<file path="config.mk">
export PLATFORM = sky130hd
export DESIGN_NAME = saq_search
export DESIGN_NICKNAME = d
export VERILOG_FILES = /design/src/hw/rtl/saq_pkg.sv /design/src/hw/rtl/saq_search.sv
export SDC_FILE = /design/constraint.sdc
export NUM_CORES = 1
export LEC_CHECK = 0
export ABC_CLOCK_PERIOD_IN_PS = 4600
export BUFFER_PORTS_ARGS = -buffer_cell sky130_fd_sc_hd__buf_2
export CAP_MARGIN = 5
export CELL_PAD_IN_SITES_DETAIL_PLACEMENT = 0
export CELL_PAD_IN_SITES_GLOBAL_PLACEMENT = 2
export CORE_MARGIN = 4
export CORE_UTILIZATION = 34
export DETAILED_ROUTE_END_ITERATION = 10
export PLACE_DENSITY_LB_ADDON = 0.1
export RECOVER_POWER = 50
export SYNTH_ARGS = -nofsm -noshare
export SYNTH_HDL_FRONTEND = slang
export SYNTH_SLANG_ARGS = --single-unit
</file>
<file path="constraint.sdc">
create_clock -name clk -period 4.6 [get_ports clk]
set_input_delay 0.23 -clock clk [delete_from_list [all_inputs] [get_ports clk]]
set_output_delay 0.23 -clock clk [all_outputs]
set_load 0.02 [all_outputs]
</file>
<file path="src/hw/rtl/saq_pkg.sv">
package saq_pkg;

	typedef enum logic [1:0] {
		OP_INSERT     = 2'd0,
		OP_REMOVE_MIN = 2'd1,
		OP_SEARCH     = 2'd2,
		OP_CLEAR      = 2'd3
	} op_t;

	typedef enum logic [1:0] {
		ST_OK        = 2'd0,
		ST_FULL      = 2'd1,
		ST_EMPTY     = 2'd2,
		ST_NOT_FOUND = 2'd3
	} status_t;

	localparam int CFG_IW = 1;
	localparam int CFG_DW = 7;
	localparam int CAP_W  = 7;

	localparam logic [CFG_IW-1:0] REG_CAPACITY    = 1'd0;
	localparam logic [CFG_IW-1:0] REG_SEARCH_MODE = 1'd1;

	localparam logic [CAP_W-1:0] CAP_RESET = 7'd64;

	localparam logic MODE_SEQ = 1'b0;
	localparam logic MODE_BIN = 1'b1;

	// per-cycle command to every cell of the chain
	typedef struct packed {
		logic ins;
		logic rem;
	} cell_ctl_t;

	// search unit completion
	typedef struct packed {
		logic done;
		logic hit;
	} srch_res_t;

endpackage

</file>
<file path="src/hw/rtl/saq_search.sv">
module saq_search #(
	parameter int DEPTH = 64,
	parameter int PW    = 6,
	parameter int CW    = 7
) (
	input  logic                 clk,
	input  logic                 arst_n,
	input  logic                 start,
	input  logic                 mode,
	input  logic [CW-1:0]        count,
	input  logic [DEPTH-1:0]     eq,
	input  logic [DEPTH-1:0]     lt,
	output saq_pkg::srch_res_t   res,
	output logic [PW-1:0]        pos
);

	localparam int SW = CW + 1;

	typedef enum logic [1:0] {
		SR_IDLE = 2'b01,
		SR_RUN  = 2'b10
	} srch_state_t;

	srch_state_t          state_q;
	logic                 mode_q;
	logic [DEPTH-1:0]     eq_q;
	logic [DEPTH-1:0]     lt_q;
	logic signed [SW-1:0] lo_q;
	logic signed [SW-1:0] hi_q;

	logic signed [SW-1:0] diff;
	logic signed [SW-1:0] mid;
	logic [PW-1:0]        idx;
	logic                 in_range;
	logic                 probe_eq;
	logic [PW-1:0]        seq_pos;
	logic                 seq_hit;

	// first equal entry; entries are sorted so this is also the early-stop answer
	always_comb begin
		seq_pos = '0;
		for (int i = DEPTH - 1; i >= 0; i--) begin
			if (eq_q[i])
				seq_pos = PW'(i);
		end
	end
	assign seq_hit = |eq_q;

	assign in_range = (lo_q <= hi_q);
	assign diff     = hi_q - lo_q;
	assign mid      = lo_q + (diff >>> 1);
	assign idx      = mid[PW-1:0];
	assign probe_eq = eq_q[idx];

	always_comb begin
		res.done = 1'b0;
		res.hit  = 1'b0;
		pos      = '0;
		if (state_q == SR_RUN) begin
			if (mode_q == saq_pkg::MODE_SEQ) begin
				res.done = 1'b1;
				res.hit  = seq_hit;
				pos      = seq_pos;
			end else begin
				res.done = !in_range || probe_eq;
				res.hit  = in_range && probe_eq;
				pos      = idx;
			end
		end
	end

	always_ff @(posedge clk or negedge arst_n) begin
		if (!arst_n) begin
			state_q <= SR_IDLE;
		end else begin
			case (state_q)
				SR_IDLE: if (start) state_q <= SR_RUN;
				SR_RUN:  if (res.done) state_q <= SR_IDLE;
				default: state_q <= SR_IDLE;
			endcase
		end
	end

	always_ff @(posedge clk) begin
		if (start) begin
			eq_q   <= eq;
			lt_q   <= lt;
			mode_q <= mode;
			lo_q   <= '0;
			hi_q   <= $signed({1'b0, count}) - SW'(1);
		end else if (state_q == SR_RUN && !res.done) begin
			if (lt_q[idx])
				lo_q <= mid + SW'(1);
			else
				hi_q <= mid - SW'(1);
		end
	end

endmodule

</file>
Yosys cells after proc, flatten, opt, wreduce, memory -nomap -nowiden
Cells that the tools add are included.
- add/sub/neg operators: 5
- $lt $le $gt $ge: 2
- equality and inequality tests: 5
- mux-type cells: 78
- reductions and logical operators: 10
- operators by type and width (operator ; count):
    $mux 6 ; 66
    $reduce_or 64->1 ; 1
    $mux 8 ; 3
    $bmux 1 s6 ; 2
    $add 8x2->8 const B ; 1
    $add 8x7->8 ; 1
    $le 8x8->1 ; 1
    $mux 2 ; 4
    $sub 7x1->8 const B ; 1
    $sub 8x2->8 const B ; 1
    $sub 8x8->8 ; 1
    $lt 6x7->1 const B ; 1
    $ne 2x2->1 const B ; 3
    $reduce_and 2->1 ; 3
    $pmux 2 s2 ; 1
    $eq 2x1->1 const B ; 1
    $eq 2x2->1 const B ; 1
    $logic_and 1x1->1 ; 2
    $logic_not 1->1 ; 2
    $mux 1 ; 2
    $reduce_bool 2->1 ; 1
    $logic_or 1x1->1 ; 1
- bits in registers: 147
- output and inout bits: 8
- word-level logic and storage cells: 106

Depth between registers and ports, before layout
Gate-level depths: netlist of run 1.
- word-level depth: 66
- mapped depth: 20

Worst setup path before layout of run 1
Ideal clock, no wire load.
- path kind: flip-flop to flip-flop
- start point: reg hi_q[0]
- end point: reg hi_q[0] (enable)
- data arrival time: 4.197 ns
- setup slack: 0.017 ns
- cell stages (with the launch flop): 18
- period minus slack after synthesis: 4.583 ns
- cell sequence: edfxtp_1 -> inv_1 -> ha_1 -> inv_1 -> fa_1 -> ha_1 -> inv_1 -> fa_1 -> buf_4 -> inv_4 -> buf_4 -> mux4_2 -> mux2i_1 -> mux2i_1 -> mux2i_1 -> mux2i_1 -> buf_2 -> o31ai_1
- longest elaborated chain between the ends: 11
- elaborated cells on any way between the ends: 16
- ends and longest elaborated chain (item ; line ; RTL):
    from (decl) ; saq_search.sv:29 ; logic signed [SW-1:0] hi_q;
    from (signal assigned) ; saq_search.sv:90 ; hi_q <= $signed({1'b0, count}) - SW'(1);
    from (signal assigned) ; saq_search.sv:95 ; hi_q <= mid - SW'(1);
    $sub 8x8->8 ; saq_search.sv:50 ; assign diff = hi_q - lo_q;
    $add 8x7->8 ; saq_search.sv:51 ; assign mid = lo_q + (diff >>> 1);
    $bmux 1 s6 ; saq_search.sv:53 ; assign probe_eq = eq_q[idx];
    $mux 1 (not written as such) ; saq_search.sv:53 ;
    $logic_or 1x1->1 ; saq_search.sv:65 ; res.done = !in_range || probe_eq;
    $mux 2 ; saq_search.sv:60 ; if (mode_q == saq_pkg::MODE_SEQ) begin
    $mux 2 ; saq_search.sv:59 ; if (state_q == SR_RUN) begin
    $logic_not 1->1 ; saq_search.sv:91 ; end else if (state_q == SR_RUN && !res.done) begin
    $logic_and 1x1->1 ; saq_search.sv:91 ;
    $reduce_bool 2->1 (no line) ; - ;
    $reduce_and 2->1 (no line) * ; - ;
Mark *: on every way between the ends. The rest lies on a longest branch, timed or not. The select of a mux whose other input is x is not followed.
A chain may end at the register's enable or synchronous reset.

==> impl_metrics.json, run 1 <==
{
  "status": "finished with violations",
  "violations": "max-capacitance violations, max-slew violations",
  "clock_power_share_pct": 17.1,
  "swShare_pct": 42.9,
  "setup_violations": 0,
  "drv_cap": 1,
  "drv_slew": 59,
  "fin_nets": 1035,
  "tightest_slew_ps": 3070,
  "final_common_cell": "edfxtp_1",
  "critical_path.max_fanout": 8,
  "wl_per_cell_um": 18.1,
  "p_comb_share_pct": 61.8,
  "final_cells": 1169,
  "fp.dieW_um": 157,
  "reg2reg_to": "hi_q[4]",
  "use_met2_pct": 27.0,
  "synth-main-ff-cell": "edfxtp_1",
  "critPathArrivalTime_ps": 4300,
  "antenna_found_initial": 0,
  "drt_iter0_markers": 374,
  "area_delta_synth_final_pct": 42.9,
  "syn_area_um2": 7540,
  "crit_required_ps": 4370,
  "r2r_start": "hi_q[0]",
  "async_reset_ff_share_pct": 1.36,
  "grt_max_degree": 59,
  "pwr-share-seq_pct": 21.1,
  "timing.final.crit_share_pct": 98.5,
  "first_pass_iters": 5,
  "clockBufferDepth": 2,
  "clock-sinks": 147,
  "syn_nets": 730,
  "gp_congestion": 0.843,
  "powerDensity_nw_per_um2": 772,
  "ir_worst_vdd_uv": 372,
  "finClkSkew_ps": 18.1,
  "yosys_warnings": 0,
  "initial_utilization_pct": 34.6,
  "r2r_cells": 16,
  "cp-start-kind": "register",
  "crit_type": "reg2out",
  "r2r_setup_slack_ps": 80,
  "portBuffers": 146,
  "grt_pass1_wl_um": 32500,
  "final_cell_mix": "edfxtp_1, dlygate4sd3_1, buf_2, nor2_1, mux4_2",
  "die_y_um": 157,
  "ys_ff_latch": 147,
  "worstSkewPairLatency_ps": 430,
  "timing.hold.worst.start": "count[0]",
  "synthCells": 571,
  "clk_pin_slew_ps": 70,
  "htree_num_levels": 4,
  "vias": 5903,
  "switchingPower_mw": 3.56,
  "fp-row-count": 54,
  "timing.final.hold_violations": 0,
  "gr-usage-met3_pct": 3.52,
  "ys_types": 63,
  "critPathCaptureType": "output port",
  "detail_route.vias_per_cell": 5.05,
  "grt_overflow_total": 0,
  "dp.cells": 999,
  "cts_tree": "built",
  "drc": 0,
  "drt-total-wl_um": 21100,
  "post-route-min-period_ps": 4530,
  "numCtsBuffers": 17,
  "hold_path_end": "hi_q[0]",
  "core_area_um2": 21800,
  "whs_path_depth": 2,
  "slew_headroom_pct": -105,
  "p_int_mw": 4.75,
  "synth_edf_count": 137,
  "hpwl_um": 14800,
  "die_area_um2": 24600,
  "fill_cells": 1951,
  "grt_setup_unrepaired": "yes",
  "grt_util_met1_pct": 24.6,
  "fmax_ghz": 0.221,
  "top_usage_layer": "met2",
  "grt_usage_pct": 17.2,
  "p_leak_nw": 4.05,
  "layout-drive-gt1-share_pct": 27.2,
  "tns_ps": 0,
  "ys_seq_area_share_pct": 57.3,
  "n_antenna_cell": 0,
  "hp-class": "in2reg",
  "syn_avg_cell_area_um2": 13.2,
  "io-pin-count": 147,
  "ant_nets": 0,
  "grt_pass1_vias": 6012,
  "cts.root.buffer_cell": "clkbuf_16"
}
Yosys cell counts (9+ instances only):
master      n  area share [%]
a211oi_1    9            0.90
a21oi_1    30             2.0
edfxtp_1  137              55
ha_1       18             3.0
inv_1      33             1.6
mux2i_1    18             2.4
mux4_2     32             9.6
nand2_1    31             1.5
nand3_1    11            0.73
nor2_1     43             2.1
nor3_1     17             1.1
nor4_1     23             1.9
o21ai_0    26             1.7
xnor2_1    16             1.9
per-stage QoR:
step / hold WS, ps / power [mW] / setup slack (ps) / util, % / instance area [um^2]
after floorplan: -65.6 / 5.04 / 16.5 / - / 7540
after global placement: 16.6 / 6.52 / 227 / 39.9 / 8710
after detailed placement: 17.4 / 6.53 / 188 / 39.9 / 8710
after CTS: 149 / 8.06 / 3.28 / 48.8 / 10600
after global routing: 160 / 8.90 / -117 / 49.4 / 10800
final: 155 / 8.32 / 70.9 / 49.4 / 10800
critical path, cell delays in order, from the launching register on:
cell and delay, ps:
edfxtp_1 360, inv_1 70, ha_2 190, inv_2 40, fa_2 570, ha_4 140
inv_2 30, fa_2 670, buf_12 170, inv_16 50, mux4_2 320, mux2i_1 80
mux2i_1 190, mux2i_2 120, mux2i_1 190, nand2_1 110, a221oi_2 280, buf_4 160
buf_6 110
metal layers:
| metal | share of wire [%] | vias up |
|---|---|---|
| li1 | - | 2871 |
| met2 | 47 | 168 |
| met3 | 4.9 | 16 |
| met1 | 47 | 2848 |
| met4 | 1.0 | 0 |
| met5 | 0 | - |
layout make-up:
class	count	area [um^2]	area share [%]
Sequential cell	147	4330	40.1
Multi-Input combinational cell	374	3050	28.3
Timing Repair Buffer	300	2250	20.9
Clock buffer	17	425	3.95
Tap cell	280	350	3.25
Clock inverter	15	201	1.87
Inverter	34	140	1.30
Timing Repair inverter	2	28.8	0.267
power by group through the flow:
stage	Clock, mW	Combinational (mW)	Sequential [mW]
finish	1.42	5.14	1.75
global route	1.51	5.61	1.77
CTS	1.46	4.85	1.75
detailed placement	0	4.75	1.78
global placement	0	4.75	1.78
floorplan	0	3.31	1.74
worst max-delay path by stage:
| stage | start | slack (ps) | cells past startpoint | end |
|---|---|---|---|---|
| after global placement | hi_q[0] | 230 | 16 | hi_q[6] |
| after global routing | hi_q[0] | -120 | 18 | res[0] |
| after CTS | hi_q[0] | 3 | 18 | res[0] |
| after floorplan | hi_q[0] | 20 | 17 | hi_q[0] |
| final | hi_q[0] | 70 | 18 | res[0] |
| after detailed placement | hi_q[0] | 190 | 16 | hi_q[1] |
cells by family after synthesis:
| family | count (synthesis) | synth area share, % |
|---|---|---|
| multiplexers | 52 | 12.2 |
| AO/OA/AOI/OAI | 115 | 10.1 |
| flip-flops | 147 | 57.3 |
| adder cells (fa/ha/maj) | 20 | 3.52 |
| AND/OR/NAND/NOR | 162 | 10.8 |
| buffers and inverters | 50 | 2.90 |
| XOR/XNOR | 25 | 3.08 |
registers in the layout, summed over array words and instances (netlist names):
signal / flops
mode_q: 1
eq_q: 64
lo_q: 8
hi_q: 8
lt_q: 64
state_q: 2
what timing repair did:
| action | in CTS | in global routing |
|---|---|---|
| endpoints found under the hold margin | 131 | 0 |
| hold buffers | 130 | 0 |
| buffers inserted | 0 | 6 |
| pin swaps | 0 | 6 |
| gates resized for setup | 2 | 24 |
| cloned | 0 | 2 |
| endpoints found under the setup margin | 2 | 10 |
No activity file was read; power rests on OpenSTA's default activity.
==> inputs of run 2 (changes only) <==
Settings changed: PLACE_DENSITY_LB_ADDON 0.1 to 0.25.
==> impl_metrics.json, run 2 (same netlist as run 1, synthesis figures left out) <==
{
  "status": "finished with violations",
  "violations": "max-capacitance violations, max-slew violations",
  "cts_tree": "built",
  "detail_route.vias_per_cell": 5.03,
  "drv_cap": 1,
  "numCtsBuffers": 17,
  "cp-start-kind": "register",
  "crit_required_ps": 4720,
  "worst-path-buf-inv": 5,
  "finClkSkew_ps": 9.21,
  "total_power_mw": 7.87,
  "dp.cells": 997,
  "timing.final.crit_share_pct": 96.2,
  "pwr-share-seq_pct": 22.3,
  "post-route-min-period_ps": 4430,
  "top_regs": "eq_q (64), lt_q (64)",
  "io-pin-count": 147,
  "vias": 5844,
  "critical_path.max_fanout": 20,
  "core_area_um2": 21800,
  "fp-row-count": 54,
  "grt_max_degree": 67,
  "hpwl_um": 14900,
  "r2r_cells": 15,
  "critPathTopFamily": "adder cells",
  "critPathCaptureType": "register",
  "grt_pass1_wl_um": 32600,
  "clk_pin_slew_ps": 60,
  "cp_common_cell": "inv_1",
  "worstSetupStartpoint": "hi_q[0]",
  "wl_per_cell_um": 17.8,
  "timing.final.hold_violations": 0,
  "first_pass_iters": 5,
  "drc": 0,
  "swShare_pct": 41.6,
  "drv_slew": 67,
  "whs_ps": 175,
  "clockBufferDepth": 2,
  "ant_nets": 0,
  "final_common_cell": "edfxtp_1",
  "final_cell_mix": "edfxtp_1, dlygate4sd3_1, buf_2, nor2_1, inv_1",
  "fin_nets": 1027,
  "drt-total-wl_um": 20600,
  "grt_usage_pct": 17.1,
  "r2r_start": "hi_q[0]",
  "portBuffers": 146,
  "fill_cells": 1943,
  "cpMaxStageDelayCell": "fa_2",
  "worstSkewPairLatency_ps": 420,
  "n_antenna_cell": 0,
  "critPathArrivalTime_ps": 4550,
  "fmax_ghz": 0.226,
  "die_y_um": 157,
  "area_delta_synth_final_pct": 40.2,
  "gp_congestion": 0.830,
  "p_leak_nw": 3.96,
  "final_cells": 1161,
  "setup_violations": 0,
  "initial_utilization_pct": 34.6,
  "htree_num_levels": 4,
  "slowest_delay_ps": 610,
  "layout-drive-gt1-share_pct": 25.4,
  "hp-class": "in2async",
  "r2r_setup_slack_ps": 170,
  "antenna_found_initial": 0,
  "cts.root.buffer_cell": "clkbuf_16",
  "slew_headroom_pct": -131,
  "switchingPower_mw": 3.28,
  "grt_pass1_vias": 6187,
  "die_area_um2": 24600,
  "fp.dieW_um": 157,
  "grt_overflow_total": 0,
  "crit_type": "reg2reg",
  "worstPathCellList": "inv_1 -> ha_1 -> inv_1 -> fa_1 -> ha_1 -> inv_1 -> fa_2 -> buf_4 -> mux4_2 -> and3_1 -> a211o_1 -> a311oi_2 -> nor4_2 -> o31ai_1 -> buf_4",
  "drt_iter0_markers": 389,
  "reg2reg_to": "hi_q[3]",
  "p_int_mw": 4.60,
  "clock-sinks": 147,
  "clock_power_share_pct": 16.5,
  "powerDensity_nw_per_um2": 745,
  "ir_worst_vdd_uv": 592,
  "tightest_slew_ps": 3460,
  "p_comb_share_pct": 61.2
}
## run 2: changes by cell type in the layout (fill, tap and decap cells not counted), sizes merged
cell      change
clkbuf        -1
clkinvlp      +3
bufinv        +1
clkinv        -5
inv           -4
buf           -2
## run 2: final cells by class
| cell class | count | area [um^2] | share of cell area [%] |
|---|---|---|---|
| clock buffer | 20 | 437 | 4.13 |
| tap | 280 | 350 | 3.31 |
| multi-input combinational | 374 | 3050 | 28.8 |
| clock inverter | 12 | 109 | 1.03 |
| timing repair buffer | 294 | 2170 | 20.5 |
| sequential | 147 | 4330 | 40.9 |
| inverter | 34 | 135 | 1.28 |
## run 2: worst max path at each step
stage / endpoint / slack (ps) / cells past startpoint
after floorplan: hi_q[0] / 20 / 17
after global placement: res[0] / 130 / 17
after detailed placement: res[0] / 50 / 17
after CTS: res[0] / 30 / 16
after global routing: res[0] / -4 / 17
final: hi_q[3] / 170 / 15
## run 2: per-layer routing
layer | wire, um | global-route usage, % | vias to the layer above
li1 | - | - | 2853
met1 | 8820 | 21.8 | 2826
met2 | 10800 | 30.1 | 148
met3 | 785 | 3.22 | 17
met4 | 244 | 4.71 | 0
met5 | 0 | 0 | -
## run 2: through the flow
| stage | area, um^2 | TNS, ps | util [%] | setup WS, ps |
|---|---|---|---|---|
| 3_3_place_gp | 8690 | 0 | 39.8 | 133 |
| 5_1_grt | 10600 | -3.91 | 48.5 | -3.91 |
| 6_report | 10600 | 0 | 48.5 | 173 |
| 2_1_floorplan | 7540 | 0 | - | 16.5 |
| 4_1_cts | 10600 | 0 | 48.4 | 33.9 |
| 3_5_place_dp | 8690 | 0 | 39.8 | 46.2 |
## run 2: what timing repair did
item / 4_1_cts / 5_1_grt
pin swaps: 0 / 5
buffers inserted: 0 / 2
cloned: 0 / 0
endpoints found under the hold margin: 131 / 0
gates resized for setup: 2 / 10
setup endpoints to repair: 2 / 15
hold buffers: 130 / 0
## run 2: power by group through the flow
| stage | Clock, mW | Combinational, mW | Sequential [mW] |
|---|---|---|---|
| final | 1.30 | 4.82 | 1.76 |
| after detailed placement | 0 | 4.62 | 1.78 |
| after global routing | 1.40 | 5.28 | 1.77 |
| after global placement | 0 | 4.59 | 1.78 |
| after CTS | 1.32 | 4.75 | 1.76 |
| after floorplan | 0 | 3.31 | 1.74 |
==> inputs of run 3 (changes only) <==
Settings changed: CORE_ASPECT_RATIO from default to 1.1.
==> impl_metrics.json, run 3 (same netlist as run 1, synthesis figures left out) <==
{
  "fp-row-count": 56,
  "grt_pass1_wl_um": 32600,
  "post-route-min-period_ps": 4420,
  "swShare_pct": 41.0,
  "gp_congestion": 0.836,
  "drc": 0,
  "ant_nets": 0,
  "grt_max_degree": 147,
  "die_area_um2": 24600,
  "drt-total-wl_um": 21200,
  "die_y_um": 164,
  "cts_tree": "built",
  "grt_setup_unrepaired": "no",
  "fin_nets": 1023,
  "finClkSkew_ps": 11.7,
  "switchingPower_mw": 3.29,
  "grt_usage_pct": 17.6,
  "worstSkewPairLatency_ps": 420,
  "initial_utilization_pct": 35.0,
  "htree_num_levels": 4,
  "clockBufferDepth": 2,
  "critical_path.max_fanout": 20,
  "top_regs": "eq_q (64), lt_q (64)",
  "setup_violations": 0,
  "p_comb_share_pct": 59.9,
  "io-pin-count": 147,
  "final_cell_mix": "edfxtp_1, dlygate4sd3_1, buf_2, nor2_1, inv_1",
  "first_pass_iters": 5,
  "ir_worst_vdd_uv": 472,
  "hpwl_um": 14900,
  "cp-start-kind": "register",
  "pwr-share-seq_pct": 22.0,
  "detail_route.vias_per_cell": 5.01,
  "whs_ps": 73.2,
  "timing.final.crit_share_pct": 96.1,
  "grt_pass1_vias": 6142,
  "crit_required_ps": 4720,
  "r2r_setup_slack_ps": 180,
  "tightest_slew_ps": 876,
  "clock-sinks": 147,
  "postLayoutCellArea_um2": 10600,
  "wl_per_cell_um": 18.2,
  "fp.dieW_um": 150,
  "post_dp_cell_area_um2": 8690,
  "final_cells": 1165,
  "timing.final.hold_violations": 0,
  "slew_headroom_pct": 41.0,
  "fin_util_pct": 49.2,
  "cts.root.buffer_cell": "clkbuf_16",
  "fill_cells": 1947,
  "area_delta_synth_final_pct": 40.7,
  "clock_power_share_pct": 18.2,
  "clk_pin_slew_ps": 60,
  "status": "completed",
  "tns_ps": 0,
  "critPathArrivalTime_ps": 4540,
  "crit_type": "reg2reg",
  "drt_iter0_markers": 414,
  "critPathCaptureType": "register",
  "fmax_ghz": 0.226,
  "p_int_mw": 4.72,
  "dp.cells": 1005,
  "drv_slew": 0,
  "hp-class": "in2reg",
  "vias": 5840,
  "layout-drive-gt1-share_pct": 25.6,
  "p_leak_nw": 3.98,
  "core_area_um2": 21600,
  "portBuffers": 146,
  "n_antenna_cell": 0,
  "final_common_cell": "edfxtp_1",
  "powerDensity_nw_per_um2": 754,
  "numCtsBuffers": 17,
  "antenna_found_initial": 0,
  "grt_overflow_total": 0,
  "drv_cap": 0
}
-- run 3: area by class of cell --
type | count | area, um^2 | area share, %
multi-input cells | 374 | 3050 | 28.7
flip-flops and latches | 147 | 4330 | 40.7
repair buffers | 290 | 2140 | 20.1
inverters | 34 | 133 | 1.25
well taps | 290 | 363 | 3.42
clock inverters | 13 | 185 | 1.74
clock buffers | 17 | 425 | 4.01
-- run 3: power groups by stage --
| stage | clock network, mW | logic (mW) | registers (mW) |
|---|---|---|---|
| floorplan | 0 | 3.31 | 1.74 |
| global placement | 0 | 4.56 | 1.78 |
| detailed placement | 0 | 4.59 | 1.79 |
| CTS | 1.49 | 4.75 | 1.76 |
| global route | 1.56 | 5.24 | 1.77 |
| finish | 1.45 | 4.80 | 1.76 |
-- run 3: critical path, stage by stage, from the launching register on --
cell      delay [ps]
dfxtp_1          390
ha_1             180
inv_1             50
fa_1             480
ha_1             180
inv_1             70
fa_2             600
buf_4            340
mux4_2           360
and3_1           190
a211o_1          300
a311oi_2         340
nor4_2           120
o31ai_1          280
buf_4            230
-- run 3: timing repair --
item,in CTS,in global routing
pin swaps,0,3
hold buffers,125,3
setup buffers,0,2
setup endpoints to repair,2,3
gates resized for setup,3,8
hold endpoints to repair,126,3
-- run 3: worst paths after layout --
| path | start | endpoint | cells past startpoint |
|---|---|---|---|
| worst max-delay path | lo_q[0] | hi_q[0] | 14 |
| worst min-delay path | lt[30] | lt_q[30] | 1 |
| worst max register to register | lo_q[0] | hi_q[0] | 14 |
| worst min register to register | state_q[1] | state_q[1] | 1 |
| max in group asynchronous | arst_n | state_q[0] | 2 |
| min in group asynchronous | arst_n | state_q[1] | 2 |
-- run 3: per-stage QoR --
step / total power, mW / worst slack [ps]
CTS: 7.99 / 22.6
global placement: 6.34 / 151
detailed placement: 6.37 / 11.6
finish: 8.01 / 177
floorplan: 5.04 / 16.5
global route: 8.57 / 3.81
-- run 3: layer usage --
layer | up-vias | global-route usage, % | part of all wire [%]
li1 | 2844 | - | -
met1 | 2843 | 21.7 | 43
met2 | 124 | 31.3 | 53
met3 | 29 | 3.06 | 2.8
met4 | 0 | 5.41 | 1.9
met5 | - | 0 | 0
