File: config.mk
export PLATFORM = sky130hd
export DESIGN_NAME = saq_cell
export DESIGN_NICKNAME = d
export VERILOG_FILES = /design/src/hw/rtl/saq_pkg.sv /design/src/hw/rtl/saq_cell.sv
export SDC_FILE = /design/constraint.sdc
export NUM_CORES = 1
export LEC_CHECK = 0
export BUFFER_PORTS_ARGS = -buffer_cell sky130_fd_sc_hd__buf_2
export CAP_MARGIN = 20
export CORE_ASPECT_RATIO = 1.25
export CORE_MARGIN = 5
export CORE_UTILIZATION = 47
export DETAILED_ROUTE_END_ITERATION = 6
export PLACE_DENSITY = 0.87
export SYNTH_ARGS = -nofsm -noshare
export SYNTH_HDL_FRONTEND = slang
export SYNTH_SLANG_ARGS = --single-unit
File: constraint.sdc
create_clock -name clk -period 3.35 [get_ports clk]
set_input_delay 0.5025 -clock clk [delete_from_list [all_inputs] [get_ports clk]]
set_output_delay 0.5025 -clock clk [all_outputs]
set_load 0.02 [all_outputs]
File: src/hw/rtl/saq_pkg.sv
package saq_pkg;

	typedef enum logic [1:0] {
		OP_INSERT     = 2'd0,
		OP_REMOVE_MIN = 2'd1,
		OP_SEARCH     = 2'd2,
		OP_CLEAR      = 2'd3
	} op_t;

	typedef enum logic [1:0] {
		ST_OK        = 2'd0,
		ST_FULL      = 2'd1,
		ST_EMPTY     = 2'd2,
		ST_NOT_FOUND = 2'd3
	} status_t;

	localparam int CFG_IW = 1;
	localparam int CFG_DW = 7;
	localparam int CAP_W  = 7;

	localparam logic [CFG_IW-1:0] REG_CAPACITY    = 1'd0;
	localparam logic [CFG_IW-1:0] REG_SEARCH_MODE = 1'd1;

	localparam logic [CAP_W-1:0] CAP_RESET = 7'd64;

	localparam logic MODE_SEQ = 1'b0;
	localparam logic MODE_BIN = 1'b1;

	// per-cycle command to every cell of the chain
	typedef struct packed {
		logic ins;
		logic rem;
	} cell_ctl_t;

	// search unit completion
	typedef struct packed {
		logic done;
		logic hit;
	} srch_res_t;

endpackage

File: src/hw/rtl/saq_cell.sv
module saq_cell #(
	parameter int VW = 32
) (
	input  logic                 clk,
	input  saq_pkg::cell_ctl_t   ctl,
	input  logic signed [VW-1:0] key,
	input  logic                 in_use,
	input  logic                 at_end,
	input  logic                 left_gt,
	input  logic signed [VW-1:0] left_val,
	input  logic signed [VW-1:0] right_val,
	output logic signed [VW-1:0] val,
	output logic signed [VW-1:0] val_nxt,
	output logic                 gt,
	output logic                 eq,
	output logic                 lt
);

	logic signed [VW-1:0] val_q;

	assign gt = in_use && (val_q > key);
	assign eq = in_use && (val_q == key);
	assign lt = in_use && (val_q < key);

	// insert: shift right where left neighbor is larger, drop key at the boundary; remove: shift left
	always_comb begin
		val_nxt = val_q;
		if (ctl.ins) begin
			if (left_gt)
				val_nxt = left_val;
			else if (gt || at_end)
				val_nxt = key;
		end else if (ctl.rem) begin
			val_nxt = right_val;
		end
	end

	always_ff @(posedge clk) begin
		val_q <= val_nxt;
	end

	assign val = val_q;

endmodule

# Word-level counts from Yosys, hierarchy flattened
# Index checks and enable logic that the tools add are counted.
# op_classes
addsub	0
multipliers	0
div_mod_pow	0
magnitude_cmp	2
n_eq_ne	1
shift	0
n_mux	4
bitwise_logic	0
reduce_logical	4
# ops
op	n
32-bit two-way mux	4
32-bit == test	1
32-bit greater-than comparator	1
32-bit < comparator	1
1-bit logical AND	3
1-bit logical OR	1
# totals
reg_bits	32
latchBits	0
mem_bits_rw	0
romBits	0
input_bits	102
output_inout_bits	67
word_cells	12
memories	0

# Longest topological paths before layout
# Gate-level depths: netlist of the first run.
# depth
ltp_word	6
mapped_depth	11
mapped_depth_nobuf	9

# Least setup slack after synthesis of the first run
# OpenSTA, ideal clock, no wires.
# synth_path
kind	in2out
startpoint	in key[31]
endpoint	out val_nxt[23]
t_arrival_ps	2881
required_time_ps	2847
slack_ps	-33
stages	9
path_buffers	1
path_cell_list	inv_1 -> ha_1 -> nand4_2 -> nor4_4 -> or3b_4 -> a31oi_2 -> buf_6 -> o311ai_1 -> a31oi_1
# synth_between
elab_chain_len	6
# synth_lines
item	line_no	text
start, declared	saq_cell.sv:6	input logic signed [VW-1:0] key,
32-bit greater-than comparator	saq_cell.sv:21	assign gt = in_use && (val_q > key);
1-bit logical AND	saq_cell.sv:21	
1-bit logical OR	saq_cell.sv:31	else if (gt || at_end)
32-bit two-way mux	saq_cell.sv:31	
32-bit two-way mux	saq_cell.sv:29	if (left_gt)
32-bit two-way mux	saq_cell.sv:28	if (ctl.ins) begin
end, declared	saq_cell.sv:13	output logic signed [VW-1:0] val_nxt,
# Every way passes these cells.

# Final worst setup path of the first run
# layout_path
startpoint	in key[9]
endpoint	out val_nxt[8]
# The elaborated chain is that of the path after synthesis.

==> summary by stage, run 1 <==
Outcome
The run finished, with violations left. The checks that failed: negative setup slack.

Yosys
Synthesis produced a netlist with a net count of 597. The netlist area before placement is ~0.0034 mm^2. Of all flip-flops after synthesis, the portion carrying an async set or reset was 0%. The number of enable flip-flop cells after synthesis is 0.

Of the post-synthesis cell area, the dominant cell type holds between 10% and 20%. The synthesis warning total is 0. Synthesis handed over a netlist of ~460 instances. The count of cell types in the netlist is 35. The leading area contributor after synthesis is sky130_fd_sc_hd__dfxtp_1. In the synthesized netlist the dominant register cell turns out to be sky130_fd_sc_hd__dfxtp_1. Among all cell types in the netlist, the one instantiated most often is sky130_fd_sc_hd__nor2_1. Averaged over all synthesized cells, the footprint is 7.375 um^2.

In this run, synthesis produced a sequential element count of 32. By area the synthesized netlist is led by sky130_fd_sc_hd__dfxtp_1, sky130_fd_sc_hd__ha_1, sky130_fd_sc_hd__mux2i_1, sky130_fd_sc_hd__nor2_1, sky130_fd_sc_hd__o31ai_1. After synthesis, flip-flops and latches occupy a little under a fifth of the total area. The commonest cells after synthesis are sky130_fd_sc_hd__nor2_1, sky130_fd_sc_hd__a21oi_1, sky130_fd_sc_hd__inv_1.

Setup path
STA puts the critical path data required time at ~2.9 ns. The worst setup path is of the primary input to output pin kind. The most numerous cell type found on the critical path is sky130_fd_sc_hd__buf_4. The signal arrival time at the worst endpoint is 3.25 ns. The type of element launching the critical path is a primary input.

STA classifies the critical path endpoint as an output pin. The critical path goes through buf_2 > inv_1 > ha_4 > nand4_1 > or3_4 > buf_4 > a21o_1 > o211ai_1 > a211oi_4 > buf_4 > o311ai_1 > a31oi_2 > buf_4. The worst-path maximum fanout is 9.

The delay of the slowest cell on the worst path is approximately 0.46 ns. The highest-delay cell along the critical path is sky130_fd_sc_hd__or3_4.

Floorplanning
The cell row count is 34. Once the floorplan was initialized, standard cells occupied 48.65% of the core. The number of top-level design ports is ~170. The die covers a little over 0.009 mm^2.

The core region is 0.007019 mm^2. The height of the die is 105.3 um. The horizontal die dimension is 86.24 um.

Final layout
The number of inserted diodes is 0. The share of post-route cells with drive strength above 1 is 58.53%. Summing all non-filler instances in the final layout gives an area of approximately 0.0062 mm^2. The register with the most flip-flops in the layout has 32 of them. The filler cells instantiated in the layout total 290. The final net count is 813. The area growth from synthesis to layout is 82.70%.

GRT
The number of global-route vias before repair came to 5283. The leftover overflow at the end of global routing is 0. The number of antenna violations at the first check in global routing is 0. The largest net degree at the start of global routing is between 60 and 70. The first global-routing pass estimated 26340 um of wire. Global routing used 35.97% of the available tracks.

CTS
The cell chosen for the clock root is sky130_fd_sc_hd__clkbuf_8. TritonCTS built the clock tree. The total CTS buffers is 5. The number of clock sinks seen by CTS is 32. Clock latency on the worst-skew pair, taken at its later pin, is roughly 0.3 ns. The buffer levels on the longest clock path is 2. The H-tree generated during clock tree synthesis spans 2 levels. Clock-pin slew was measured on the worst setup and hold paths at roughly 0.080 ns.

Timing
The clock arrives with 0.006481 ns of skew. The final worst slack is -0.3979 ns. The count of endpoints failing hold in the final timing report is 0.

The maximum clock frequency is 266.8 MHz. The number of max-slew violations in the final report is 0. After layout, the worst path uses 111.9% of the clock period. Setup repair after global routing could not meet its margin everywhere. The routed design could run at a clock period as short as around 3.7 ns.

Headroom to the max-slew limit came out at 55.36%. The actual slew at the worst max-slew pin is 0.6689 ns. Setup violations remaining at the end of the flow were counted as 34.

Detailed routing
The average wire per cell in the routed design is 25.04 um. After detailed routing, the number of vias per cell comes to 6.875. The total DRC errors in the routed layout is 0. The final wirelength is 19280 um.

Before antenna repair, the detailed router went through 6 iterations. The number of DRC markers after the initial detailed-route iteration is 732. The detailed router placed 5294 vias in this run.

In this run the remaining antenna-violating nets after routing total 0.

Pwr
The fraction of power spent switching nets is 46.41%. The internal power of the cells totals 1193 uW. The total leakage power is between 0.002 and 0.003 uW. The maximum ir drop on the vdd rail is about 0.24 mV. The proportion of power drawn by combinational gates is 61.2%.

Of the total power, registers draw a little under a quarter. The clock network is responsible for 15.4% of the overall power. The power density of the placed cells is approximately 360 mW/mm^2. Summed over all nets, the switching power comes to 1034 uW.

Place
The post-place setup slack is -0.2020 ns. The detailed placement HPWL is 9582 um. The number of I/O port buffers is 168. Once placement finished, the instance area stood at 0.004731 mm^2. The weighted congestion reported at the end of routability-driven placement is 0.8616.

Flow run
The number of violations of the max-capacitance limit is 0.

Worst hold path
The worst min-delay path category is primary input to flip-flop.
## final timing paths
path / start / to / slack (ns) / cells after the start
min reg2reg: val[30]$_DFF_P_ / val[30]$_DFF_P_ / 0.59 / 2
min: key[18] / val[18]$_DFF_P_ / 0.51 / 3
max reg2reg: val[9]$_DFF_P_ / val[24]$_DFF_P_ / -0.17 / 17
max: key[9] / val_nxt[8] / -0.40 / 13
## per-layer routing
metal	wire, um	track usage (%)
met1	6349	38.27
met2	9159	63.84
met5	0	0
met3	2021	6.792
met4	1752	22.94
## power groups by stage
stage	Clock, uW	Sequential, uW	Combinational [uW]
2_1_floorplan	0	552	526
3_3_place_gp	0	498	899
3_5_place_dp	0	503	926
4_1_cts	336	508	1160
5_1_grt	357	525	1420
6_report	343	522	1360
## critical path, delay by kind of cell
| family | cells | cell delay, ns |
|---|---|---|
| AO/OA/AOI/OAI | 5 | 1.10 |
| AND/OR/NAND/NOR | 2 | 0.62 |
| buffers and inverters | 5 | 0.75 |
| adder cells (fa/ha/maj) | 1 | 0.28 |
## final cells by class
cell class,instances,area [um^2],area share [%]
Multi-Input combinational cell,354,3455,55.38
Sequential cell,32,679.4,10.89
Tap cell,90,112.6,1.805
Inverter,37,138.9,2.226
Clock buffer,6,82.58,1.324
Timing Repair Buffer,249,1760,28.22
Clock inverter,2,10.01,0.1604
## timing repair
| action | 4_1_cts | 5_1_grt |
|---|---|---|
| setup buffers | 31 | 7 |
| gates cloned | 4 | 0 |
| resized for setup | 161 | 47 |
| setup endpoints to repair | 32 | 33 |
| hold buffers | 0 | 0 |
| pin swaps | 32 | 23 |
## metrics by stage
| step | hold WS [ns] | TNS [ns] | instances | utilization, % | total power, uW |
|---|---|---|---|---|---|
| final | 0.5135 | -9.147 | 770 | 88.88 | 2227 |
| after global routing | 0.5165 | -11.02 | 770 | 88.88 | 2302 |
| after CTS | 0.4797 | -0.3412 | 763 | 84.67 | 2007 |
| after detailed placement | 0.5726 | -4.687 | 721 | 67.40 | 1429 |
| after global placement | 0.5656 | -3.692 | 721 | 67.40 | 1397 |
| after floorplan | 0.7278 | 0 | 463 | - | 1078 |
## cells in the final DEF, fill, tap and decap left out, types with 20 or more instances in the layout
master	n
sky130_fd_sc_hd__inv_1	27
sky130_fd_sc_hd__a21oi_1	43
sky130_fd_sc_hd__o31ai_4	21
sky130_fd_sc_hd__nand2b_1	32
sky130_fd_sc_hd__a31oi_2	31
sky130_fd_sc_hd__buf_4	97
sky130_fd_sc_hd__mux2i_1	32
sky130_fd_sc_hd__buf_2	127
sky130_fd_sc_hd__o311ai_1	20
sky130_fd_sc_hd__ha_4	21
sky130_fd_sc_hd__nor2_1	67
## cells by family (layout without fill, tap and decap cells)
logic type / after synthesis / count (layout) / synth area share (%)
mux: 32 / 32 / 9.381
simple gates: 132 / 132 / 19.27
compound gates: 158 / 158 / 31.51
fa+ha+maj: 32 / 32 / 11.73
buf+inv: 77 / 294 / 9.344
flops: 32 / 32 / 18.76
No activity file was read; power rests on OpenSTA's default activity.
==> run 2, diff against run 1 <==
--- a/config.mk
+++ b/config.mk
@@ -5,11 +5,12 @@
 export SDC_FILE = /design/constraint.sdc
 export NUM_CORES = 1
 export LEC_CHECK = 0
+export ABC_AREA = 1
 export BUFFER_PORTS_ARGS = -buffer_cell sky130_fd_sc_hd__buf_2
 export CAP_MARGIN = 20
 export CORE_ASPECT_RATIO = 1.25
 export CORE_MARGIN = 5
-export CORE_UTILIZATION = 47
+export CORE_UTILIZATION = 46
 export DETAILED_ROUTE_END_ITERATION = 6
 export PLACE_DENSITY = 0.87
 export SYNTH_ARGS = -nofsm -noshare
==> run 2 against run 1 <==
  * The run now ends clean
  * Clock-buffer cell count is the same
  * Final cell count grew 0.91%
  * Register-to-register slack gained 1.3 ns
  * First-iteration DRC count shrank 64%
  * Utilization shrank 27 points
  * Maximum frequency grew 22%
  * Power shrank 34%
  * Clock skew shrank 0.0026 ns
  * Wire length shrank 46%
  * Area after synthesis shrank 10%
  * Die area shrank 7.4%
  * Hold slack lost 0.068 ns
  * Critical path type is now flip-flop to output pin
  * Largest cell class unchanged
  * Largest power group unchanged
==> summary by stage, run 2 <==
Timing
The setup-violating endpoint count in the final report is 0 (was 34). RSZ-0062 raised after global routing: no (was yes). The worst clock skew on the final layout is 0.003896 ns (was 0.006481 ns). The count of endpoints failing hold in the final timing report was 0 (unchanged).

The final sum of negative setup slack is 0 ns (was -9.147 ns). The maximum clock frequency came to 326.0 MHz (was 266.8 MHz). The number of max-slew violations in the final report came to 0 (unchanged).

The final cycle utilization of the critical path is 91.57% (was 111.9%). The final worst slack is 0.2823 ns (was -0.3979 ns). The actual slew at the worst max-slew pin is 0.9698 ns (was 0.6689 ns).

The clock period minus final worst setup slack came to 3.068 ns (was 3.748 ns). The relative slew slack came to 35.27% (was 55.36%).

Pwr
The total leakage power is 0.002342 uW (was 0.002723 uW). The power density of the placed cells was 368.1 mW/mm^2 (was 357.0 mW/mm^2). The maximum ir drop on the vdd rail was 0.1648 mV (was 0.2425 mV).

Final layout
The number of inserted diodes came to 0 (unchanged). The flip-flop count of the largest register after layout is 32 (unchanged). The area growth from synthesis to layout came to 31.07% (was 82.70%). The final net count is 824 (was 813). The leading cell type in the layout, fill and taps excluded is sky130_fd_sc_hd__buf_2 (unchanged). The share of post-route cells with drive strength above 1 is 27.68% (was 58.53%). Most used cells in the layout excluding fill and tap cells: sky130_fd_sc_hd__buf_2, sky130_fd_sc_hd__nor2_1, sky130_fd_sc_hd__nand2_1 (was sky130_fd_sc_hd__buf_2, sky130_fd_sc_hd__buf_4, sky130_fd_sc_hd__nor2_1). The core occupancy in the finished layout is 61.57% (was 88.88%).

Yosys
The proportion of netlist area held by the largest area contributor is 20.91% (was 18.76%). The number of enable flip-flop cells after synthesis is 0 (unchanged). The count of cell types in the netlist came to 26 (was 35).

The share of flip-flops with an asynchronous set or reset is 0% (unchanged). The netlist area before placement was 0.003064 mm^2 (was 0.003415 mm^2). The register bit total from synthesis is 32 (unchanged).

The synthesis warning total is 0 (unchanged). The leading area contributor after synthesis is sky130_fd_sc_hd__dfxtp_1 (unchanged). Cell types with the largest area share after synthesis: sky130_fd_sc_hd__dfxtp_1, sky130_fd_sc_hd__nor2_1, sky130_fd_sc_hd__nand2_1, sky130_fd_sc_hd__ha_1, sky130_fd_sc_hd__nand3_1 (was sky130_fd_sc_hd__dfxtp_1, sky130_fd_sc_hd__ha_1, sky130_fd_sc_hd__mux2i_1, sky130_fd_sc_hd__nor2_1, sky130_fd_sc_hd__o31ai_1). The net count of the mapped netlist came to 671 (was 597). The synthesized area per cell is 5.706 um^2 (was 7.375 um^2). The register area share after synthesis came to 20.91% (was 18.76%). The cell with the most instances after synthesis is sky130_fd_sc_hd__nor2_1 (unchanged). The post-synthesis instance total was 537 (was 463).

The most used flip-flop cell after synthesis is sky130_fd_sc_hd__dfxtp_1 (unchanged). Most numerous cell types in the synthesized netlist: sky130_fd_sc_hd__nor2_1, sky130_fd_sc_hd__nand2_1, sky130_fd_sc_hd__nand3_1 (was sky130_fd_sc_hd__nor2_1, sky130_fd_sc_hd__a21oi_1, sky130_fd_sc_hd__inv_1).

Floorplanning
The number of top-level design ports is 169 (unchanged). The height of the die was 101.3 um (was 105.3 um). The placeable core region came to 0.006524 mm^2 (was 0.007019 mm^2). The total die area is 0.008404 mm^2 (was 0.009080 mm^2).

The starting density of the core is 46.97% (was 48.65%). The cell row count is 33 (was 34). The horizontal die dimension came to 83 um (was 86.24 um).

Outcome
Outcome: completed (was finished with violations).

CTS
The post-cts hold buffer count came to 0 (unchanged). The CTS tree is yes (unchanged). The number of H-tree levels is 2 (unchanged).

The later-pin clock latency in the skew report is 0.28 ns (was 0.30 ns). The buffer levels on the longest clock path is 2 (unchanged). The clock slew seen by the registers of the worst setup and hold paths is 0.07 ns (was 0.08 ns). The number of clock sinks seen by CTS came to 32 (unchanged). The number of cells upsized or downsized after cts is 0 (was 161).

The cell chosen for the clock root was sky130_fd_sc_hd__clkbuf_8 (unchanged). The post-CTS setup buffer count is 0 (was 31). The total CTS buffers is 5 (unchanged).

Setup path
The delay of the slowest cell on the worst path is 0.34 ns (was 0.46 ns). The worst-path maximum fanout is 17 (was 9). The required time of the critical path is 2.85 ns (about the same). Cells along the critical path: ha_1 > nand2_1 > nor2_2 > nand2_2 > nor3b_2 > nand2_1 > nand2_1 > nand2_2 > nand3_4 > buf_4 > nand3_1 > nand3_1 > nand2_1 > nand2_1 > buf_2 (was buf_2 > inv_1 > ha_4 > nand4_1 > or3_4 > buf_4 > a21o_1 > o211ai_1 > a211oi_4 > buf_4 > o311ai_1 > a31oi_2 > buf_4). The type of element launching the critical path is a flip-flop (was primary input). The category of the critical setup timing path is flip-flop to output pin (was primary input to output pin).

The sort of element at the end of the critical path is an output pin (unchanged). The dominant cell type by count on the critical path is sky130_fd_sc_hd__nand2_1 (was sky130_fd_sc_hd__buf_4). The signal arrival time at the worst endpoint is 2.57 ns (was 3.25 ns).

The highest-delay cell along the critical path is sky130_fd_sc_hd__dfxtp_1 (was sky130_fd_sc_hd__or3_4).

GRT
The number of antenna violations at the first check in global routing is 0 (unchanged). The number of global-route vias before repair came to 3922 (was 5283). The total global-route track usage is 23.96% (was 35.97%). The layer with the highest usage after global routing is met2 (unchanged). The first-pass GRT wire length is 17070 um (was 26340 um). The largest net degree at the start of global routing came to 39 (was 65).

The fraction of met1 tracks used by global routing came to 26.23% (was 38.27%). The global-route met3 utilization is 4.312% (was 6.792%). The leftover overflow at the end of global routing came to 0 (unchanged). The fraction of met2 tracks used by global routing is 45.86% (was 63.84%).

Place
The number of I/O port buffers is 168 (unchanged). The weighted congestion reported at the end of routability-driven placement is 0.8562 (was 0.8616). The post-place setup slack came to 0.2774 ns (was -0.2020 ns).

The detailed placement HPWL is 7848 um (was 9582 um).

Detailed routing
The number of detailed-route iterations in the first pass was 5 (was 6). The total DRC errors in the routed layout is 0 (unchanged). The detailed-route via count was 4014 (was 5294). The vias per cell is 5.166 (was 6.875). The remaining number of nets flagged by the antenna check after routing is 0 (unchanged).

The final wirelength is 10400 um (was 19280 um). The average wire per cell in the routed design is 13.38 um (was 25.04 um). The number of DRC markers after the initial detailed-route iteration is 261 (was 732).

Flow run
The number of violations of the max-capacitance limit is 0 (unchanged).

Worst hold path
The worst min-delay path category was primary input to flip-flop (unchanged).
run 2: cell types whose count changed in the layout (fill, tap and decap cells not counted), sizes merged, moves of 7 or more:
cell,delta
nand2,+126
a31oi,-33
nand4,-7
nand2b,-32
a21oi,-28
mux2i,-32
nand3,+66
o31ai,-33
nor2,+74
o311ai,-32
buf,-74
inv,+8
o21ai,+29
run 2: stage by stage:
stage	cells	instance area, um^2	total power [uW]	hold slack (ns)
floorplan	537	3064	949.9	0.7944
global placement	770	3930	1167	0.6122
detailed placement	770	3930	1185	0.6235
CTS	777	4008	1487	0.4366
global route	777	4016	1587	0.4492
finish	777	4016	1478	0.4460
run 2: kinds of logic after synthesis:
logic type | after synthesis | synth area share, %
adder cells (fa/ha/maj) | 32 | 13.07
buffers and inverters | 74 | 10.25
AND/OR/NAND/NOR | 347 | 47.12
AO/OA/AOI/OAI | 52 | 8.657
flip-flops | 32 | 20.91
run 2: cell type report:
cell class / count / area, um^2
Inverter: 46 / 172.7
Clock inverter: 1 / 5.005
Tap cell: 87 / 108.9
Fill cell: 670 / 2507
Sequential cell: 32 / 640.6
Timing Repair Buffer: 174 / 898.4
Multi-Input combinational cell: 431 / 2118
Clock buffer: 6 / 72.57
run 2: power breakdown:
part	internal [uW]	switching (uW)	total [uW]
clock	142	155	297
combinational	259	442	701
sequential	428	52.3	481
run 2: worst max-delay path: cells and delay by family, from the launching register on:
kind	cells	cell delay (ns)
fa+ha+maj	1	0.30
buf+inv	2	0.41
flops	1	0.34
simple gates	12	1.21
run 2: final timing paths:
| check | from | to | slack, ns | cells past startpoint |
|---|---|---|---|---|
| setup / recovery | val[31]$_DFF_P_ | val_nxt[20] | 0.28 | 15 |
| hold / removal | right_val[17] | val[17]$_DFF_P_ | 0.45 | 3 |
| setup reg to reg | val[31]$_DFF_P_ | val[20]$_DFF_P_ | 1.17 | 14 |
| hold reg to reg | val[6]$_DFF_P_ | val[6]$_DFF_P_ | 0.64 | 4 |
run 2: routing by layer:
metal / vias up / routed length [um]
li1: 2014 / -
met1: 1803 / 4277
met4: 0 / 144
met5: - / 0
met3: 15 / 750
met2: 182 / 5227
==> run 3, diff against run 2 <==
--- a/config.mk
+++ b/config.mk
@@ -12,7 +12,7 @@
 export CORE_MARGIN = 5
 export CORE_UTILIZATION = 46
 export DETAILED_ROUTE_END_ITERATION = 6
-export PLACE_DENSITY = 0.87
+export PLACE_DENSITY = 0.82
 export SYNTH_ARGS = -nofsm -noshare
 export SYNTH_HDL_FRONTEND = slang
 export SYNTH_SLANG_ARGS = --single-unit
==> run 3 against run 2 <==
  * Maximum frequency grew 0.27%
  * Die area did not move
  * Sequential power barely moved
  * Combinational power is 0.7% higher
  * Non-clock buffer count grew 2
  * Worst setup slack better by 0.0083 ns
  * First-iteration DRC count down 51%
  * Register-to-register slack got worse by 0.05 ns
  * Clock-buffer cell count increased by 2
  * Critical path depth unchanged
  * Largest power group unchanged
  * Clock power grew 8.8%
==> summary by stage, run 3 (same netlist as run 2, synthesis figures left out) <==
Outcome
Outcome: completed (unchanged).

Pwr
The total leakage power is 0.002359 uW (was 0.002342 uW). The fraction of power spent switching nets is 43.15% (was 43.93%). The power density of the placed cells is 373.0 mW/mm^2 (was 368.1 mW/mm^2). The net switching power figure is 652.4 uW (was 649.5 uW). The total power after layout came to 1512 uW (was 1478 uW). The sequential group share of total power is 31.9% (was 32.5%). The proportion of power drawn by combinational gates was 46.7% (was 47.4%). The maximum ir drop on the vdd rail is 0.1968 mV (was 0.1648 mV). The internal power component is 859.5 uW (was 828.9 uW). The part of the total power dissipated in the clock network is 21.4% (was 20.1%).

Final layout
The share of post-route cells with drive strength above 1 is 27.99% (was 27.68%). The area growth from synthesis to layout is 32.30% (was 31.07%). The leading cell type in the layout, fill and taps excluded is sky130_fd_sc_hd__buf_2 (unchanged). The final net count is 826 (was 824). Most used cells in the layout excluding fill and tap cells: sky130_fd_sc_hd__buf_2, sky130_fd_sc_hd__nor2_1, sky130_fd_sc_hd__nand2_1 (unchanged).

The flip-flop count of the largest register after layout was 32 (unchanged). The number of inserted diodes is 0 (unchanged).

Setup path
The reg-to-reg startpoint was val[31]$_DFF_P_ (unchanged). The category of the critical setup timing path is flip-flop to output pin (unchanged). The count of cells along the worst register-to-register path is 14 (unchanged). The sort of element at the end of the critical path is an output pin (unchanged). The setup slack of the most critical reg-to-reg path is 1.12 ns (was 1.17 ns). The destination of the worst register-to-register timing path is val[14]$_DFF_P_ (was val[20]$_DFF_P_).

The required time of the critical path is 2.85 ns (about the same). The signal arrival time at the worst endpoint came to 2.56 ns (was 2.57 ns). The worst-path maximum fanout is 32 (was 17). The type of element launching the critical path was a flip-flop (unchanged).

Timing
The number of max-slew violations in the final report came to 0 (unchanged). The maximum clock frequency is 326.9 MHz (was 326.0 MHz). The final cycle utilization of the critical path is 91.32% (was 91.57%). The clock period minus final worst setup slack is 3.059 ns (was 3.068 ns). The final sum of negative setup slack is 0 ns (unchanged).

The count of endpoints failing hold in the final timing report is 0 (unchanged). The actual slew at the worst max-slew pin is 0.9561 ns (was 0.9698 ns). The relative slew slack came to 36.19% (was 35.27%).

The worst clock skew on the final layout is 0.005937 ns (was 0.003896 ns). RSZ-0062 raised after global routing: no (unchanged). The setup-violating endpoint count in the final report is 0 (unchanged).

Floorplanning
The placeable core region was 0.006524 mm^2 (unchanged). The number of top-level design ports is 169 (unchanged). The height of the die was 101.3 um (unchanged).

The cell row count is 33 (unchanged). The starting density of the core is 46.97% (unchanged). The horizontal die dimension is 83 um (unchanged). The total die area is 0.008404 mm^2 (unchanged).

CTS
The number of clock sinks seen by CTS is 32 (unchanged). The post-CTS setup buffer count was 0 (unchanged). The CTS tree is yes (unchanged). The cell chosen for the clock root is sky130_fd_sc_hd__clkbuf_8 (unchanged). The post-cts hold buffer count is 0 (unchanged). The total CTS buffers was 5 (unchanged). The buffer levels on the longest clock path was 2 (unchanged). The number of H-tree levels is 2 (unchanged). The later-pin clock latency in the skew report is 0.28 ns (about the same).

The clock slew seen by the registers of the worst setup and hold paths is 0.08 ns (was 0.07 ns).

Detailed routing
The vias per cell was 5.105 (was 5.166). The number of detailed-route iterations in the first pass is 5 (unchanged). The number of DRC markers after the initial detailed-route iteration is 129 (was 261). The detailed-route via count was 3982 (was 4014). The total DRC errors in the routed layout is 0 (unchanged). The final wirelength was 10320 um (was 10400 um). The remaining number of nets flagged by the antenna check after routing is 0 (unchanged). The average wire per cell in the routed design is 13.23 um (was 13.38 um).

Place
The number of I/O port buffers came to 168 (unchanged). The detailed placement HPWL is 7866 um (was 7848 um). The weighted congestion reported at the end of routability-driven placement is 0.8963 (was 0.8562).

Worst hold path
The worst hold path stage count was 3 (unchanged). The endpoint with the worst hold slack is val[7]$_DFF_P_ (was val[17]$_DFF_P_). The hold path startpoint is right_val[7] (was right_val[17]). The worst min-delay path category is primary input to flip-flop (unchanged).

GRT
The number of global-route vias before repair is 3812 (was 3922). The leftover overflow at the end of global routing is 0 (unchanged). The first-pass GRT wire length came to 16880 um (was 17070 um).

The total global-route track usage came to 23.62% (was 23.96%). The largest net degree at the start of global routing is 34 (was 39). The number of antenna violations at the first check in global routing is 0 (unchanged).

Flow run
The number of violations of the max-capacitance limit came to 0 (unchanged).
run 3: cell count changes in the layout (fill, tap and decap cells not counted):
cell / delta
sky130_fd_sc_hd__nor2_1: -1
sky130_fd_sc_hd__clkbuf_8: +1
sky130_fd_sc_hd__buf_6: +2
sky130_fd_sc_hd__clkbuf_1: +1
sky130_fd_sc_hd__nor2_2: +1
sky130_fd_sc_hd__clkinv_2: -1
run 3: timing repair:
action,CTS,global route
endpoints found under the setup margin,0,32
hold endpoints to repair,0,0
resized for setup,0,4
run 3: layout make-up:
class / count / area (um^2)
Clock buffer: 8 / 90.09
Fill cell: 666 / 2470
Inverter: 46 / 172.7
Multi-Input combinational cell: 431 / 2121
Sequential cell: 32 / 640.6
Tap cell: 87 / 108.9
Timing Repair Buffer: 176 / 920.9
run 3: routing by layer:
layer,track usage (%),part of all wire [%],vias to the layer above
met3,4.719,7.4,12
met2,44.38,50,164
li1,-,-,2017
met4,5.786,1.1,0
met5,0,0,-
met1,27.52,41,1789
run 3: worst max path at each step:
stage / start / endpoint / slack (ns) / cells past startpoint
final: val[31]$_DFF_P_ / val_nxt[14] / 0.29 / 15
after floorplan: key[31] / val_nxt[10] / 0.79 / 15
after global routing: val[31]$_DFF_P_ / val_nxt[9] / 0.002 / 15
after detailed placement: key[23] / val_nxt[16] / 0.22 / 16
after CTS: val[25]$_DFF_P_ / val_nxt[22] / 0.18 / 15
after global placement: key[31] / val_nxt[16] / 0.26 / 16
run 3: critical path, cell delays in order, from the launching register on:
cell,delay [ns]
sky130_fd_sc_hd__dfxtp_1,0.35
sky130_fd_sc_hd__ha_1,0.31
sky130_fd_sc_hd__nand2_1,0.08
sky130_fd_sc_hd__nor2_2,0.14
sky130_fd_sc_hd__nand2_2,0.09
sky130_fd_sc_hd__nor3b_2,0.20
sky130_fd_sc_hd__nand2_1,0.10
sky130_fd_sc_hd__nand2_1,0.08
sky130_fd_sc_hd__nand2_2,0.07
sky130_fd_sc_hd__nand3_4,0.15
sky130_fd_sc_hd__nand2_8,0.18
sky130_fd_sc_hd__nand2_1,0.11
sky130_fd_sc_hd__nand3_1,0.07
sky130_fd_sc_hd__nand2_1,0.09
sky130_fd_sc_hd__nand2_1,0.07
sky130_fd_sc_hd__buf_2,0.17
run 3: power by group through the flow:
stage / sequential [uW] / clock (uW) / combinational, uW
final: 483 / 323 / 706
after floorplan: 536 / 0 / 414
after global placement: 489 / 0 / 685
after global routing: 489 / 346 / 790
after CTS: 482 / 330 / 703
after detailed placement: 490 / 0 / 699
run 3: through the flow:
| stage | std cells | utilization, % | setup WS [ns] | instance area (um^2) | hold slack (ns) |
|---|---|---|---|---|---|
| final | 780 | 62.14 | 0.2906 | 4054 | 0.4506 |
| after global routing | 780 | 62.14 | 0.002402 | 4054 | 0.4547 |
| after CTS | 780 | 61.85 | 0.1771 | 4035 | 0.4445 |
| after detailed placement | 772 | 60.47 | 0.2175 | 3945 | 0.6279 |
| after global placement | 772 | 60.47 | 0.2602 | 3945 | 0.6148 |
| after floorplan | 537 | - | 0.7862 | 3064 | 0.7944 |
